## src/rtl/crtl_pkg.sv

```systemverilog
// ============================================================================
// crtl_pkg
// Shared constants, beat types and register indexes for the colour ramp
// texel lookup block.
// ============================================================================
package crtl_pkg;

    // Size of the colour stop table and of the texel index.
    localparam int MAX_STOPS     = 16;
    localparam int STOP_BITS     = (MAX_STOPS > 2) ? $clog2(MAX_STOPS) : 1;
    localparam int INDEX_BITS    = 12;

    // Fixed field and register widths.
    localparam int CH_BITS       = 8;
    localparam int STOP_ID_BITS  = 4;
    localparam int COUNT_BITS    = 5;
    localparam int STEP_BITS     = 8;
    localparam int CFG_DATA_BITS = 8;

    // Saturated stop count, wide enough to hold MAX_STOPS itself.
    localparam int N_BITS        = (COUNT_BITS > STOP_BITS + 1) ? COUNT_BITS : STOP_BITS + 1;
    // Width used to compare a texel index against the gradient span.
    localparam int CMP_BITS      = (N_BITS + STEP_BITS > INDEX_BITS) ?
                                   N_BITS + STEP_BITS : INDEX_BITS;
    // Partial remainder of the segment division (index / steps).
    localparam int REM_BITS      = STOP_BITS + STEP_BITS;
    // Weighted channel sum, at most 255 * steps.
    localparam int PROD_BITS     = CH_BITS + STEP_BITS;

    // Configuration register indexes.
    typedef enum logic [0:0] {
        CFG_STOP_COUNT = 1'b0,
        CFG_STEPS      = 1'b1
    } cfg_reg_t;

    // Input beat.
    typedef struct packed {
        logic                    operation;
        logic [STOP_ID_BITS-1:0] stop_index;
        logic [CH_BITS-1:0]      stop_red;
        logic [CH_BITS-1:0]      stop_green;
        logic [CH_BITS-1:0]      stop_blue;
        logic [INDEX_BITS-1:0]   texel_index;
    } item_t;

    // Result beat.
    typedef struct packed {
        logic [CH_BITS-1:0] texel_red;
        logic [CH_BITS-1:0] texel_green;
        logic [CH_BITS-1:0] texel_blue;
        logic               last_texel;
        logic               index_error;
    } result_t;

    // One entry of the stop table.
    typedef struct packed {
        logic [CH_BITS-1:0] red;
        logic [CH_BITS-1:0] green;
        logic [CH_BITS-1:0] blue;
    } stop_t;

    // Per-item control that follows an item down the pipeline.
    typedef struct packed {
        logic lookup;
        logic last;
        logic error;
    } flags_t;

    // Stop write carried to the table stage so loads and lookups stay in order.
    typedef struct packed {
        logic                 en;
        logic [STOP_BITS-1:0] addr;
        stop_t                colour;
    } load_t;

endpackage

```

## src/rtl/crtl_stop_ram.sv

```systemverilog
// ============================================================================
// crtl_stop_ram
// Colour stop table: one write port and two read ports with registered
// read data.
// ============================================================================
module crtl_stop_ram (
    input  logic                           clk,
    input  logic                           wr_en,
    input  logic [crtl_pkg::STOP_BITS-1:0] wr_addr,
    input  crtl_pkg::stop_t                wr_data,
    input  logic [crtl_pkg::STOP_BITS-1:0] rd_addr_a,
    input  logic [crtl_pkg::STOP_BITS-1:0] rd_addr_b,
    output crtl_pkg::stop_t                rd_data_a,
    output crtl_pkg::stop_t                rd_data_b
);
    import crtl_pkg::*;

    stop_t mem [MAX_STOPS];
    stop_t rd_a_reg;
    stop_t rd_b_reg;

    // Write and both reads happen at the clock edge.
    always_ff @(posedge clk)
    begin
        if (wr_en)
        begin
            mem[wr_addr] <= wr_data;
        end
        rd_a_reg <= mem[rd_addr_a];
        rd_b_reg <= mem[rd_addr_b];
    end

    assign rd_data_a = rd_a_reg;
    assign rd_data_b = rd_b_reg;

endmodule

```

## src/rtl/crtl_quot.sv

```systemverilog
// ============================================================================
// crtl_quot
// Pipelined restoring divider that splits a texel index into a segment
// number (quotient) and a step within the segment (remainder). One quotient
// bit per stage; load beats ride along unchanged.
// ============================================================================
module crtl_quot (
    input  logic                           clk,
    input  logic                           rst_n,
    input  logic                           in_valid,
    input  crtl_pkg::flags_t               in_flags,
    input  crtl_pkg::load_t                in_load,
    input  logic [crtl_pkg::REM_BITS-1:0]  dividend,
    input  logic [crtl_pkg::STEP_BITS-1:0] divisor,
    output logic                           out_valid,
    output crtl_pkg::flags_t               out_flags,
    output crtl_pkg::load_t                out_load,
    output logic [crtl_pkg::STOP_BITS-1:0] quotient,
    output logic [crtl_pkg::REM_BITS-1:0]  remainder
);
    import crtl_pkg::*;

    logic                 valid_reg [STOP_BITS];
    flags_t               flags_reg [STOP_BITS];
    load_t                load_reg  [STOP_BITS];
    logic [REM_BITS-1:0]  rem_reg   [STOP_BITS];
    logic [STOP_BITS-1:0] quo_reg   [STOP_BITS];

    for (genvar j = 0; j < STOP_BITS; j++)
    begin : g_step
        localparam int SHIFT = STOP_BITS - 1 - j;

        logic                 prev_valid;
        flags_t               prev_flags;
        load_t                prev_load;
        logic [REM_BITS-1:0]  prev_rem;
        logic [STOP_BITS-1:0] prev_quo;
        logic [REM_BITS-1:0]  shifted;
        logic                 take;
        logic [REM_BITS-1:0]  rem_next;
        logic [STOP_BITS-1:0] quo_next;

        // The first stage takes the incoming beat, the others the stage before.
        if (j == 0)
        begin : g_first
            assign prev_valid = in_valid;
            assign prev_flags = in_flags;
            assign prev_load  = in_load;
            assign prev_rem   = dividend;
            assign prev_quo   = '0;
        end
        else
        begin : g_chain
            assign prev_valid = valid_reg[j-1];
            assign prev_flags = flags_reg[j-1];
            assign prev_load  = load_reg[j-1];
            assign prev_rem   = rem_reg[j-1];
            assign prev_quo   = quo_reg[j-1];
        end

        // Trial subtraction of the divisor at this quotient bit.
        assign shifted = REM_BITS'(divisor) << SHIFT;
        assign take    = (prev_rem >= shifted);

        always_comb
        begin
            rem_next = prev_rem;
            quo_next = prev_quo;
            if (take)
            begin
                rem_next        = prev_rem - shifted;
                quo_next[SHIFT] = 1'b1;
            end
        end

        always_ff @(posedge clk or negedge rst_n)
        begin
            if (!rst_n)
            begin
                valid_reg[j] <= 1'b0;
            end
            else
            begin
                valid_reg[j] <= prev_valid;
            end
        end

        always_ff @(posedge clk)
        begin
            flags_reg[j] <= prev_flags;
            load_reg[j]  <= prev_load;
            rem_reg[j]   <= rem_next;
            quo_reg[j]   <= quo_next;
        end
    end

    assign out_valid = valid_reg[STOP_BITS-1];
    assign out_flags = flags_reg[STOP_BITS-1];
    assign out_load  = load_reg[STOP_BITS-1];
    assign quotient  = quo_reg[STOP_BITS-1];
    assign remainder = rem_reg[STOP_BITS-1];

`ifndef NO_ASSERTIONS
    // Each output beat is an input beat that has passed one stage per quotient bit.
    assert property (@(posedge clk) disable iff (!rst_n)
        out_valid |-> $past(in_valid, STOP_BITS))
    else $error("crtl_quot: output beat without matching input beat");

    // An in-range interior lookup must leave a step below the segment length.
    assert property (@(posedge clk) disable iff (!rst_n)
        (out_valid && out_flags.lookup && !out_flags.error && !out_flags.last)
        |-> (remainder < REM_BITS'(divisor)))
    else $error("crtl_quot: step within segment not below steps per segment");
`endif

endmodule

```

## src/rtl/crtl_blend.sv

```systemverilog
// ============================================================================
// crtl_blend
// Blends two neighbouring stops: c1*(S-k) + c2*k per channel, then divides
// by S in a pipelined restoring divider, one result bit per stage, with the
// three channels side by side.
// ============================================================================
module crtl_blend (
    input  logic                           clk,
    input  logic                           rst_n,
    input  logic                           in_valid,
    input  crtl_pkg::flags_t               in_flags,
    input  logic [crtl_pkg::STEP_BITS-1:0] step_k,
    input  logic [crtl_pkg::STEP_BITS-1:0] divisor,
    input  crtl_pkg::stop_t                stop_lo,
    input  crtl_pkg::stop_t                stop_hi,
    output logic                           out_valid,
    output crtl_pkg::flags_t               out_flags,
    output crtl_pkg::stop_t                colour
);
    import crtl_pkg::*;

    localparam int NUM_CH = 3;

    logic [CH_BITS-1:0]   a_ch [NUM_CH];
    logic [CH_BITS-1:0]   b_ch [NUM_CH];
    logic [STEP_BITS-1:0] rest;

    // Product stage.
    logic                 prod_valid_reg;
    flags_t               prod_flags_reg;
    logic [PROD_BITS-1:0] prod_a_reg [NUM_CH];
    logic [PROD_BITS-1:0] prod_b_reg [NUM_CH];

    // Sum stage.
    logic                 sum_valid_reg;
    flags_t               sum_flags_reg;
    logic [PROD_BITS-1:0] sum_reg [NUM_CH];

    // Divider stages.
    logic                 dv_valid_reg [CH_BITS];
    flags_t               dv_flags_reg [CH_BITS];
    logic [PROD_BITS-1:0] dv_rem_reg   [CH_BITS][NUM_CH];
    logic [CH_BITS-1:0]   dv_quo_reg   [CH_BITS][NUM_CH];

    assign a_ch[0] = stop_lo.red;
    assign a_ch[1] = stop_lo.green;
    assign a_ch[2] = stop_lo.blue;
    assign b_ch[0] = stop_hi.red;
    assign b_ch[1] = stop_hi.green;
    assign b_ch[2] = stop_hi.blue;

    assign rest = divisor - step_k;

    // Control of the product and sum stages.
    always_ff @(posedge clk or negedge rst_n)
    begin
        if (!rst_n)
        begin
            prod_valid_reg <= 1'b0;
            sum_valid_reg  <= 1'b0;
        end
        else
        begin
            prod_valid_reg <= in_valid;
            sum_valid_reg  <= prod_valid_reg;
        end
    end

    always_ff @(posedge clk)
    begin
        prod_flags_reg <= in_flags;
        sum_flags_reg  <= prod_flags_reg;
    end

    // Weighted products and their sum, one channel per lane.
    for (genvar c = 0; c < NUM_CH; c++)
    begin : g_lane
        logic [PROD_BITS-1:0] prod_a_next;
        logic [PROD_BITS-1:0] prod_b_next;

        assign prod_a_next = PROD_BITS'(a_ch[c]) * PROD_BITS'(rest);
        // With no step the upper stop carries no weight and is not looked at.
        assign prod_b_next = (step_k == '0) ? '0 : PROD_BITS'(b_ch[c]) * PROD_BITS'(step_k);

        always_ff @(posedge clk)
        begin
            prod_a_reg[c] <= prod_a_next;
            prod_b_reg[c] <= prod_b_next;
            sum_reg[c]    <= prod_a_reg[c] + prod_b_reg[c];
        end
    end

    // Restoring division by the segment length, most significant bit first.
    for (genvar j = 0; j < CH_BITS; j++)
    begin : g_div
        localparam int SHIFT = CH_BITS - 1 - j;

        logic                 prev_valid;
        flags_t               prev_flags;
        logic [PROD_BITS-1:0] shifted;

        assign shifted = PROD_BITS'(divisor) << SHIFT;

        if (j == 0)
        begin : g_first
            assign prev_valid = sum_valid_reg;
            assign prev_flags = sum_flags_reg;
        end
        else
        begin : g_chain
            assign prev_valid = dv_valid_reg[j-1];
            assign prev_flags = dv_flags_reg[j-1];
        end

        always_ff @(posedge clk or negedge rst_n)
        begin
            if (!rst_n)
            begin
                dv_valid_reg[j] <= 1'b0;
            end
            else
            begin
                dv_valid_reg[j] <= prev_valid;
            end
        end

        always_ff @(posedge clk)
        begin
            dv_flags_reg[j] <= prev_flags;
        end

        for (genvar c = 0; c < NUM_CH; c++)
        begin : g_ch
            logic [PROD_BITS-1:0] prev_rem;
            logic [CH_BITS-1:0]   prev_quo;
            logic [PROD_BITS-1:0] rem_next;
            logic [CH_BITS-1:0]   quo_next;

            if (j == 0)
            begin : g_first
                assign prev_rem = sum_reg[c];
                assign prev_quo = '0;
            end
            else
            begin : g_chain
                assign prev_rem = dv_rem_reg[j-1][c];
                assign prev_quo = dv_quo_reg[j-1][c];
            end

            always_comb
            begin
                rem_next = prev_rem;
                quo_next = prev_quo;
                if (prev_rem >= shifted)
                begin
                    rem_next        = prev_rem - shifted;
                    quo_next[SHIFT] = 1'b1;
                end
            end

            always_ff @(posedge clk)
            begin
                dv_rem_reg[j][c] <= rem_next;
                dv_quo_reg[j][c] <= quo_next;
            end
        end
    end

    assign out_valid    = dv_valid_reg[CH_BITS-1];
    assign out_flags    = dv_flags_reg[CH_BITS-1];
    assign colour.red   = dv_quo_reg[CH_BITS-1][0];
    assign colour.green = dv_quo_reg[CH_BITS-1][1];
    assign colour.blue  = dv_quo_reg[CH_BITS-1][2];

`ifndef NO_ASSERTIONS
    // Product, sum and one stage per result bit.
    assert property (@(posedge clk) disable iff (!rst_n)
        out_valid |-> $past(in_valid, CH_BITS + 2))
    else $error("crtl_blend: output beat without matching input beat");

    // A good division ends with every remainder below the divisor.
    assert property (@(posedge clk) disable iff (!rst_n)
        (out_valid && !out_flags.error) |->
        (dv_rem_reg[CH_BITS-1][0] < PROD_BITS'(divisor)) &&
        (dv_rem_reg[CH_BITS-1][1] < PROD_BITS'(divisor)) &&
        (dv_rem_reg[CH_BITS-1][2] < PROD_BITS'(divisor)))
    else $error("crtl_blend: final remainder not below steps per segment");
`endif

endmodule

```

## src/rtl/colour_ramp_texel_lookup.sv

```systemverilog
// ============================================================================
// colour_ramp_texel_lookup
// Piecewise-linear RGB8 gradient built from a table of colour stops.
// ============================================================================
//
// Usage:
//   A beat on the command channel is taken at an edge where start is high
//   and busy is low. busy never rises, so a beat may be sent every cycle.
//   operation 0 loads one colour stop and gives no result; operation 1 looks
//   up one texel and gives exactly one result beat.
//   A result is on the result port for one cycle, marked by done, after its
//   start beat has passed one input stage, four segment divider stages, the
//   stop table read, a product and a sum stage, eight blend divider stages
//   and the output register. The two restoring divider chains, one bit per
//   stage, make up most of these stages. Throughput is one beat per cycle.
//   Loads write the table at the same stage where lookups read it, so every
//   beat sees exactly the loads sent before it.
//   Configuration (stop count, steps per segment) is written through the
//   cfg port while no lookup is in flight.
//   Reset sets 2 stops and 1 step per segment and empties the pipeline; the
//   stop table is undefined until loaded. The receiver cannot hold off a
//   result: it must take each done beat as it comes.
//
module colour_ramp_texel_lookup (
    input  logic                               clk,
    input  logic                               rst_n,
    input  logic                               start,
    output logic                               busy,
    input  crtl_pkg::item_t                    item,
    output logic                               done,
    output crtl_pkg::result_t                  result,
    input  logic                               cfg_write,
    input  crtl_pkg::cfg_reg_t                 cfg_index,
    input  logic [crtl_pkg::CFG_DATA_BITS-1:0] cfg_data
);
    import crtl_pkg::*;

    localparam int LATENCY = STOP_BITS + CH_BITS + 5;

    // Configuration.
    logic [COUNT_BITS-1:0] stop_count_reg;
    logic [COUNT_BITS-1:0] stop_count_next;
    logic [STEP_BITS-1:0]  steps_reg;
    logic [STEP_BITS-1:0]  steps_next;

    // Input stage.
    logic  in_valid_reg;
    item_t in_item_reg;

    // Classification of the registered beat.
    logic [N_BITS-1:0]   n_sat;
    logic [CMP_BITS-1:0] span;
    logic [CMP_BITS-1:0] t_ext;
    logic                empty;
    flags_t              cls_flags;
    load_t               cls_load;

    // Segment divider outputs.
    logic                 q_valid;
    flags_t               q_flags;
    load_t                q_load;
    logic [STOP_BITS-1:0] q_quot;
    logic [REM_BITS-1:0]  q_rem;

    // Table stage.
    logic [STOP_BITS-1:0] rd_addr_a;
    logic [STOP_BITS-1:0] rd_addr_b;
    logic [STEP_BITS-1:0] k_next;
    stop_t                stop_lo;
    stop_t                stop_hi;
    logic                 m_valid_reg;
    flags_t               m_flags_reg;
    logic [STEP_BITS-1:0] m_k_reg;

    // Blend outputs and output register.
    logic    bl_valid;
    flags_t  bl_flags;
    stop_t   bl_colour;
    logic    done_reg;
    logic    done_next;
    result_t result_reg;
    result_t result_next;

    // Every beat can be taken; the pipeline never stalls.
    assign busy = 1'b0;

    // Configuration writes.
    always_comb
    begin
        stop_count_next = stop_count_reg;
        steps_next      = steps_reg;
        if (cfg_write)
        begin
            case (cfg_index)
                CFG_STOP_COUNT: stop_count_next = cfg_data[COUNT_BITS-1:0];
                CFG_STEPS:      steps_next      = cfg_data[STEP_BITS-1:0];
                default:        ;
            endcase
        end
    end

    always_ff @(posedge clk or negedge rst_n)
    begin
        if (!rst_n)
        begin
            stop_count_reg <= COUNT_BITS'(2);
            steps_reg      <= STEP_BITS'(1);
        end
        else
        begin
            stop_count_reg <= stop_count_next;
            steps_reg      <= steps_next;
        end
    end

    // Input register.
    always_ff @(posedge clk or negedge rst_n)
    begin
        if (!rst_n)
        begin
            in_valid_reg <= 1'b0;
        end
        else
        begin
            in_valid_reg <= start && !busy;
        end
    end

    always_ff @(posedge clk)
    begin
        in_item_reg <= item;
    end

    // The gradient has (N-1)*S+1 texels; the last sits at index (N-1)*S.
    assign n_sat = (N_BITS'(stop_count_reg) > N_BITS'(MAX_STOPS)) ?
                   N_BITS'(MAX_STOPS) : N_BITS'(stop_count_reg);
    assign span  = CMP_BITS'(n_sat - N_BITS'(1)) * CMP_BITS'(steps_reg);
    assign t_ext = CMP_BITS'(in_item_reg.texel_index);
    assign empty = (n_sat == '0) || (steps_reg == '0);

    always_comb
    begin
        cls_flags.lookup = in_item_reg.operation;
        cls_flags.error  = empty || (t_ext > span);
        cls_flags.last   = !empty && (t_ext == span);
        cls_load.en      = !in_item_reg.operation &&
                           (int'(in_item_reg.stop_index) < MAX_STOPS);
        cls_load.addr    = STOP_BITS'(in_item_reg.stop_index);
        cls_load.colour.red   = in_item_reg.stop_red;
        cls_load.colour.green = in_item_reg.stop_green;
        cls_load.colour.blue  = in_item_reg.stop_blue;
    end

    crtl_quot u_quot (
        .clk       (clk),
        .rst_n     (rst_n),
        .in_valid  (in_valid_reg),
        .in_flags  (cls_flags),
        .in_load   (cls_load),
        .dividend  (REM_BITS'(in_item_reg.texel_index)),
        .divisor   (steps_reg),
        .out_valid (q_valid),
        .out_flags (q_flags),
        .out_load  (q_load),
        .quotient  (q_quot),
        .remainder (q_rem)
    );

    // The last texel reads stop N-1 with no step, which returns it exactly.
    assign rd_addr_a = q_flags.last ? STOP_BITS'(n_sat - N_BITS'(1)) : q_quot;
    assign rd_addr_b = rd_addr_a + STOP_BITS'(1);
    assign k_next    = q_flags.last ? '0 : q_rem[STEP_BITS-1:0];

    crtl_stop_ram u_ram (
        .clk       (clk),
        .wr_en     (q_valid && q_load.en),
        .wr_addr   (q_load.addr),
        .wr_data   (q_load.colour),
        .rd_addr_a (rd_addr_a),
        .rd_addr_b (rd_addr_b),
        .rd_data_a (stop_lo),
        .rd_data_b (stop_hi)
    );

    // Side information kept level with the table read; only lookups go on.
    always_ff @(posedge clk or negedge rst_n)
    begin
        if (!rst_n)
        begin
            m_valid_reg <= 1'b0;
        end
        else
        begin
            m_valid_reg <= q_valid && q_flags.lookup;
        end
    end

    always_ff @(posedge clk)
    begin
        m_flags_reg <= q_flags;
        m_k_reg     <= k_next;
    end

    crtl_blend u_blend (
        .clk       (clk),
        .rst_n     (rst_n),
        .in_valid  (m_valid_reg),
        .in_flags  (m_flags_reg),
        .step_k    (m_k_reg),
        .divisor   (steps_reg),
        .stop_lo   (stop_lo),
        .stop_hi   (stop_hi),
        .out_valid (bl_valid),
        .out_flags (bl_flags),
        .colour    (bl_colour)
    );

    // Output register; an index beyond the end or an empty gradient gives black and the error flag.
    always_comb
    begin
        done_next   = bl_valid;
        result_next = '0;
        if (bl_flags.error)
        begin
            result_next.index_error = 1'b1;
        end
        else
        begin
            result_next.texel_red   = bl_colour.red;
            result_next.texel_green = bl_colour.green;
            result_next.texel_blue  = bl_colour.blue;
            result_next.last_texel  = bl_flags.last;
        end
    end

    always_ff @(posedge clk or negedge rst_n)
    begin
        if (!rst_n)
        begin
            done_reg <= 1'b0;
        end
        else
        begin
            done_reg <= done_next;
        end
    end

    always_ff @(posedge clk)
    begin
        result_reg <= result_next;
    end

    assign done   = done_reg;
    assign result = result_reg;

`ifndef NO_ASSERTIONS
    // Every result beat traces back to an earlier start beat.
    assert property (@(posedge clk) disable iff (!rst_n)
        done |-> $past(start && !busy, LATENCY))
    else $error("colour_ramp_texel_lookup: result beat without a start beat");

    // A texel is never both the final one and out of range.
    assert property (@(posedge clk) disable iff (!rst_n)
        done |-> !(result.last_texel && result.index_error))
    else $error("colour_ramp_texel_lookup: last texel flagged as index error");
`endif

endmodule
```

## config.mk

```make
export PLATFORM = sky130hd
export DESIGN_NAME = colour_ramp_texel_lookup
export DESIGN_NICKNAME = d
export VERILOG_FILES = /design/src/rtl/crtl_pkg.sv /design/src/rtl/crtl_stop_ram.sv /design/src/rtl/crtl_quot.sv /design/src/rtl/crtl_blend.sv /design/src/rtl/colour_ramp_texel_lookup.sv
export SDC_FILE = /design/constraint.sdc
export NUM_CORES = 2
export LEC_CHECK = 0
export BUFFER_PORTS_ARGS = -buffer_cell sky130_fd_sc_hd__buf_2
export CAP_MARGIN = 5
export CORE_UTILIZATION = 40
export CTS_CLUSTER_SIZE = 12
export DETAILED_ROUTE_END_ITERATION = 10
export HOLD_SLACK_MARGIN = 0.02
export PLACE_DENSITY = 0.55
export SYNTH_ARGS = -nofsm -noshare
export SYNTH_HDL_FRONTEND = slang
export SYNTH_SLANG_ARGS = --single-unit
```

## constraint.sdc

```tcl
create_clock -name clk -period 7.3 [get_ports clk]
set_input_delay 0.73 -clock clk [delete_from_list [all_inputs] [get_ports clk]]
set_output_delay 0.73 -clock clk [all_outputs]
set_load 0.005 [all_outputs]
```

==> flow_summary.ini <==
[clock_tree]
cts_inserted_buffers = 153
max-clock-path-buffers = 3
clockRootBuffer = clkbuf_16
cts_tree = yes
clkLatencyLatePin_ps = 810
path_clk_slew_ps = 60
htree_levels = 4
cts.sinks = 1329

[hold_path]
hp-class = in2reg

[cells_and_area]
largest_reg_flops = 384
area_delta_synth_final_pct = 12.5
final_cells = 8651
design_area_mm2 = 0.0767
final_nets = 7173
layout-drive-gt1-share_pct = 11.1

[worst_setup_path]
required_ps = 7980
timing.rr.end = u_blend.prod_a_reg[0][31]
reg2regPathDepth = 25
endpoint_kind = flip-flop
critPathMaxFanout = 13
reg2reg_setup_slack_ps = 600
startpoint = steps_reg[0]
arrival_ps = 7380
startpoint_type = flip-flop
r2r_start = steps_reg[0]
path_class = reg2reg
worstSetupEndpoint = u_blend.prod_a_reg[0][31]

[placement]
gp_congestion = 0.842
dpl-instance-area_mm2 = 0.0712
io_buffers = 80
post-place-cells = 8334
hpwl_um = 111000

[synth]
yosysWarnings = 0
synth_top_area_share_pct = 26.9
synth_cells = 6147
synth_mux_area_share_pct = 7.12
synth_xor_xnor_area_share_pct = 3.68
netlist_area_mm2 = 0.0682
synth_seq_cells = 1329
synthAdderAreaFrac_pct = 17.8
ys_seq_area_share_pct = 44.9
postSynthAreaPerCell_um2 = 11.1
synth-compound-area-share_pct = 10.6
synthMostInstantiatedCell = dfxtp_1
ys_top_cells_by_count = dfxtp_1, ha_1, inv_1, nand2_1, edfxtp_1
synth_edf_count = 384
async_flop_share_pct = 2.26
yosys.area_share.simple_pct = 12.1
yosysTopAreaCell = dfxtp_1
synth.distinct_cells = 99
synth_nets = 7006
synth.area.top_cells = dfxtp_1, edfxtp_1, ha_1, fa_1, mux4_2
synth-main-ff-cell = dfxtp_1
synth_top_family_by_area = adder cells

[sta]
setup_total_negative_slack_ps = 0
finalMaxSlewViolations = 0
hold_violations = 0
tightest_slew_ps = 1180
rsz0062_at_grt = false
fin_skew_ps = 49.8
max_freq_mhz = 149
slew_headroom_pct = 21.1
period_share_pct = 91.8
setup_viol = 0
min_period_ps = 6700

[global_route]
grt_usage_pct = 19.3
antenna_found_initial = 8
grt_pass1_wl_um = 262000
grt.overflow.total = 0
grt_max_degree = 98
grt_pass1_vias = 46700

[job]
max_cap_violations = 0

[routing]
post_drt_wl_per_cell_um = 19.3
viasPerCell = 5.32
drt_iter0_markers = 3072
dr.pass1.iters = 6
routed_wl_um = 167000
remaining_drc_errors = 0
via_count = 46000
ant_nets = 0

[run_status]
outcome = finished, final reports clean

[die]
initial_core_util_pct = 40.3
die_w_um = 415
num_rows = 151
core_area_mm2 = 0.169
io_pins = 82
die-area_mm2 = 0.172
fp.dieH_um = 415
==> worst max-delay path, cell delays in order, from the launching register on <==
cell       delay (ps)
dfstp_2           520
inv_1             120
ha_1              240
nor2b_1           100
o21ai_0           120
a21boi_0          280
o21ai_0           140
nor2b_1           180
xnor2_2           550
buf_4             320
nand2_1           100
fa_1              510
fa_1              490
inv_1              50
fa_1              470
inv_1              50
fa_1              470
inv_1              40
ha_1              310
o21a_1            120
o31a_1            130
o211ai_1          230
a21oi_1           110
a2111oi_1         590
a21oi_1           170
xnor2_1           150
==> cells in the final DEF, fill, tap and decap left out, types with 32 or more instances in the layout <==
| cell type | Yosys | routed |
|---|---|---|
| or3_1 | 39 | 38 |
| and2_1 | 215 | 215 |
| ha_1 | 535 | 534 |
| nor4_1 | 64 | 64 |
| xor2_1 | 105 | 104 |
| a21oi_1 | 238 | 238 |
| o22ai_1 | 141 | 141 |
| o31ai_1 | 55 | 55 |
| mux2i_1 | 129 | 129 |
| a21boi_0 | 37 | 37 |
| mux4_2 | 96 | 96 |
| nor3_1 | 85 | 81 |
| nand2_1 | 450 | 447 |
| inv_1 | 455 | 448 |
| nand2b_1 | 71 | 71 |
| o21a_1 | 63 | 63 |
| and3_1 | 41 | 41 |
| clkbuf_16 | 0 | 159 |
| xnor2_1 | 176 | 172 |
| o21ai_0 | 232 | 232 |
| nand3_1 | 44 | 42 |
| buf_2 | 42 | 80 |
| mux2_2 | 123 | 123 |
| dfxtp_1 | 915 | 915 |
| a211oi_1 | 48 | 48 |
| fa_1 | 270 | 270 |
| nor2b_1 | 166 | 166 |
| dlygate4sd3_1 | 0 | 43 |
| nand4_1 | 32 | 32 |
| nor2_1 | 344 | 330 |
| buf_4 | 17 | 71 |
| a21o_1 | 61 | 60 |
| edfxtp_1 | 384 | 384 |
==> cell type report <==
cell class	count	area, um^2
antenna	2	5.00
clock buffer	215	4460
clock inverter	57	644
fill	15700	92600
inverter	458	1720
multi-input combinational	4177	35100
sequential	1329	30600
tap	2218	2780
timing repair buffer	195	1380
==> metrics by stage <==
| stage | hold WS (ps) | util (%) | worst slack (ps) |
|---|---|---|---|
| after floorplan | 310 | - | 269 |
| after global placement | 310 | 42.0 | 615 |
| after detailed placement | 312 | 42.0 | 552 |
| after CTS | 117 | 45.3 | 526 |
| after global routing | 151 | 45.3 | 106 |
| final | 181 | 45.3 | 597 |
==> worst min-delay path by stage <==
stage / from / end / depth (start not counted)
final: cfg_data[7] / steps_reg[7] / 2
after global routing: cfg_data[7] / steps_reg[7] / 2
after CTS: cfg_data[7] / steps_reg[7] / 2
after detailed placement: u_blend.dv_flags_reg[0][6] / u_blend.dv_flags_reg[0][9] / 0
after global placement: u_quot.load_reg[0][26] / u_quot.load_reg[1][26] / 0
after floorplan: u_quot.flags_reg[3][0] / m_flags_reg[0] / 0
==> routing by layer <==
metal  up-vias  routed length [um]  GRT usage [%]
met2      1305               79100           32.8
met3       346                8920           3.06
met4         4                5260           6.97
li1      22100                   -              -
met1     22300               73300           24.7
met5         -                  26              0
==> logic make-up after synthesis <==
logic type	after synthesis
adder cells (fa/ha/maj)	805
multiplexers	349
AO/OA/AOI/OAI	1100
buffers and inverters	641
other	1
XOR/XNOR	283
AND/OR/NAND/NOR	1639
flip-flops	1329
==> repair_timing <==
| action | in CTS | in global routing |
|---|---|---|
| setup buffers | 0 | 0 |
| resized for setup | 0 | 1 |
| hold buffers | 43 | 0 |
| setup endpoints to repair | 0 | 1 |
| endpoints found under the hold margin | 70 | 0 |
Power is not shown: default switching activity piles up to over one toggle a cycle in this logic, so the estimate is an artifact.
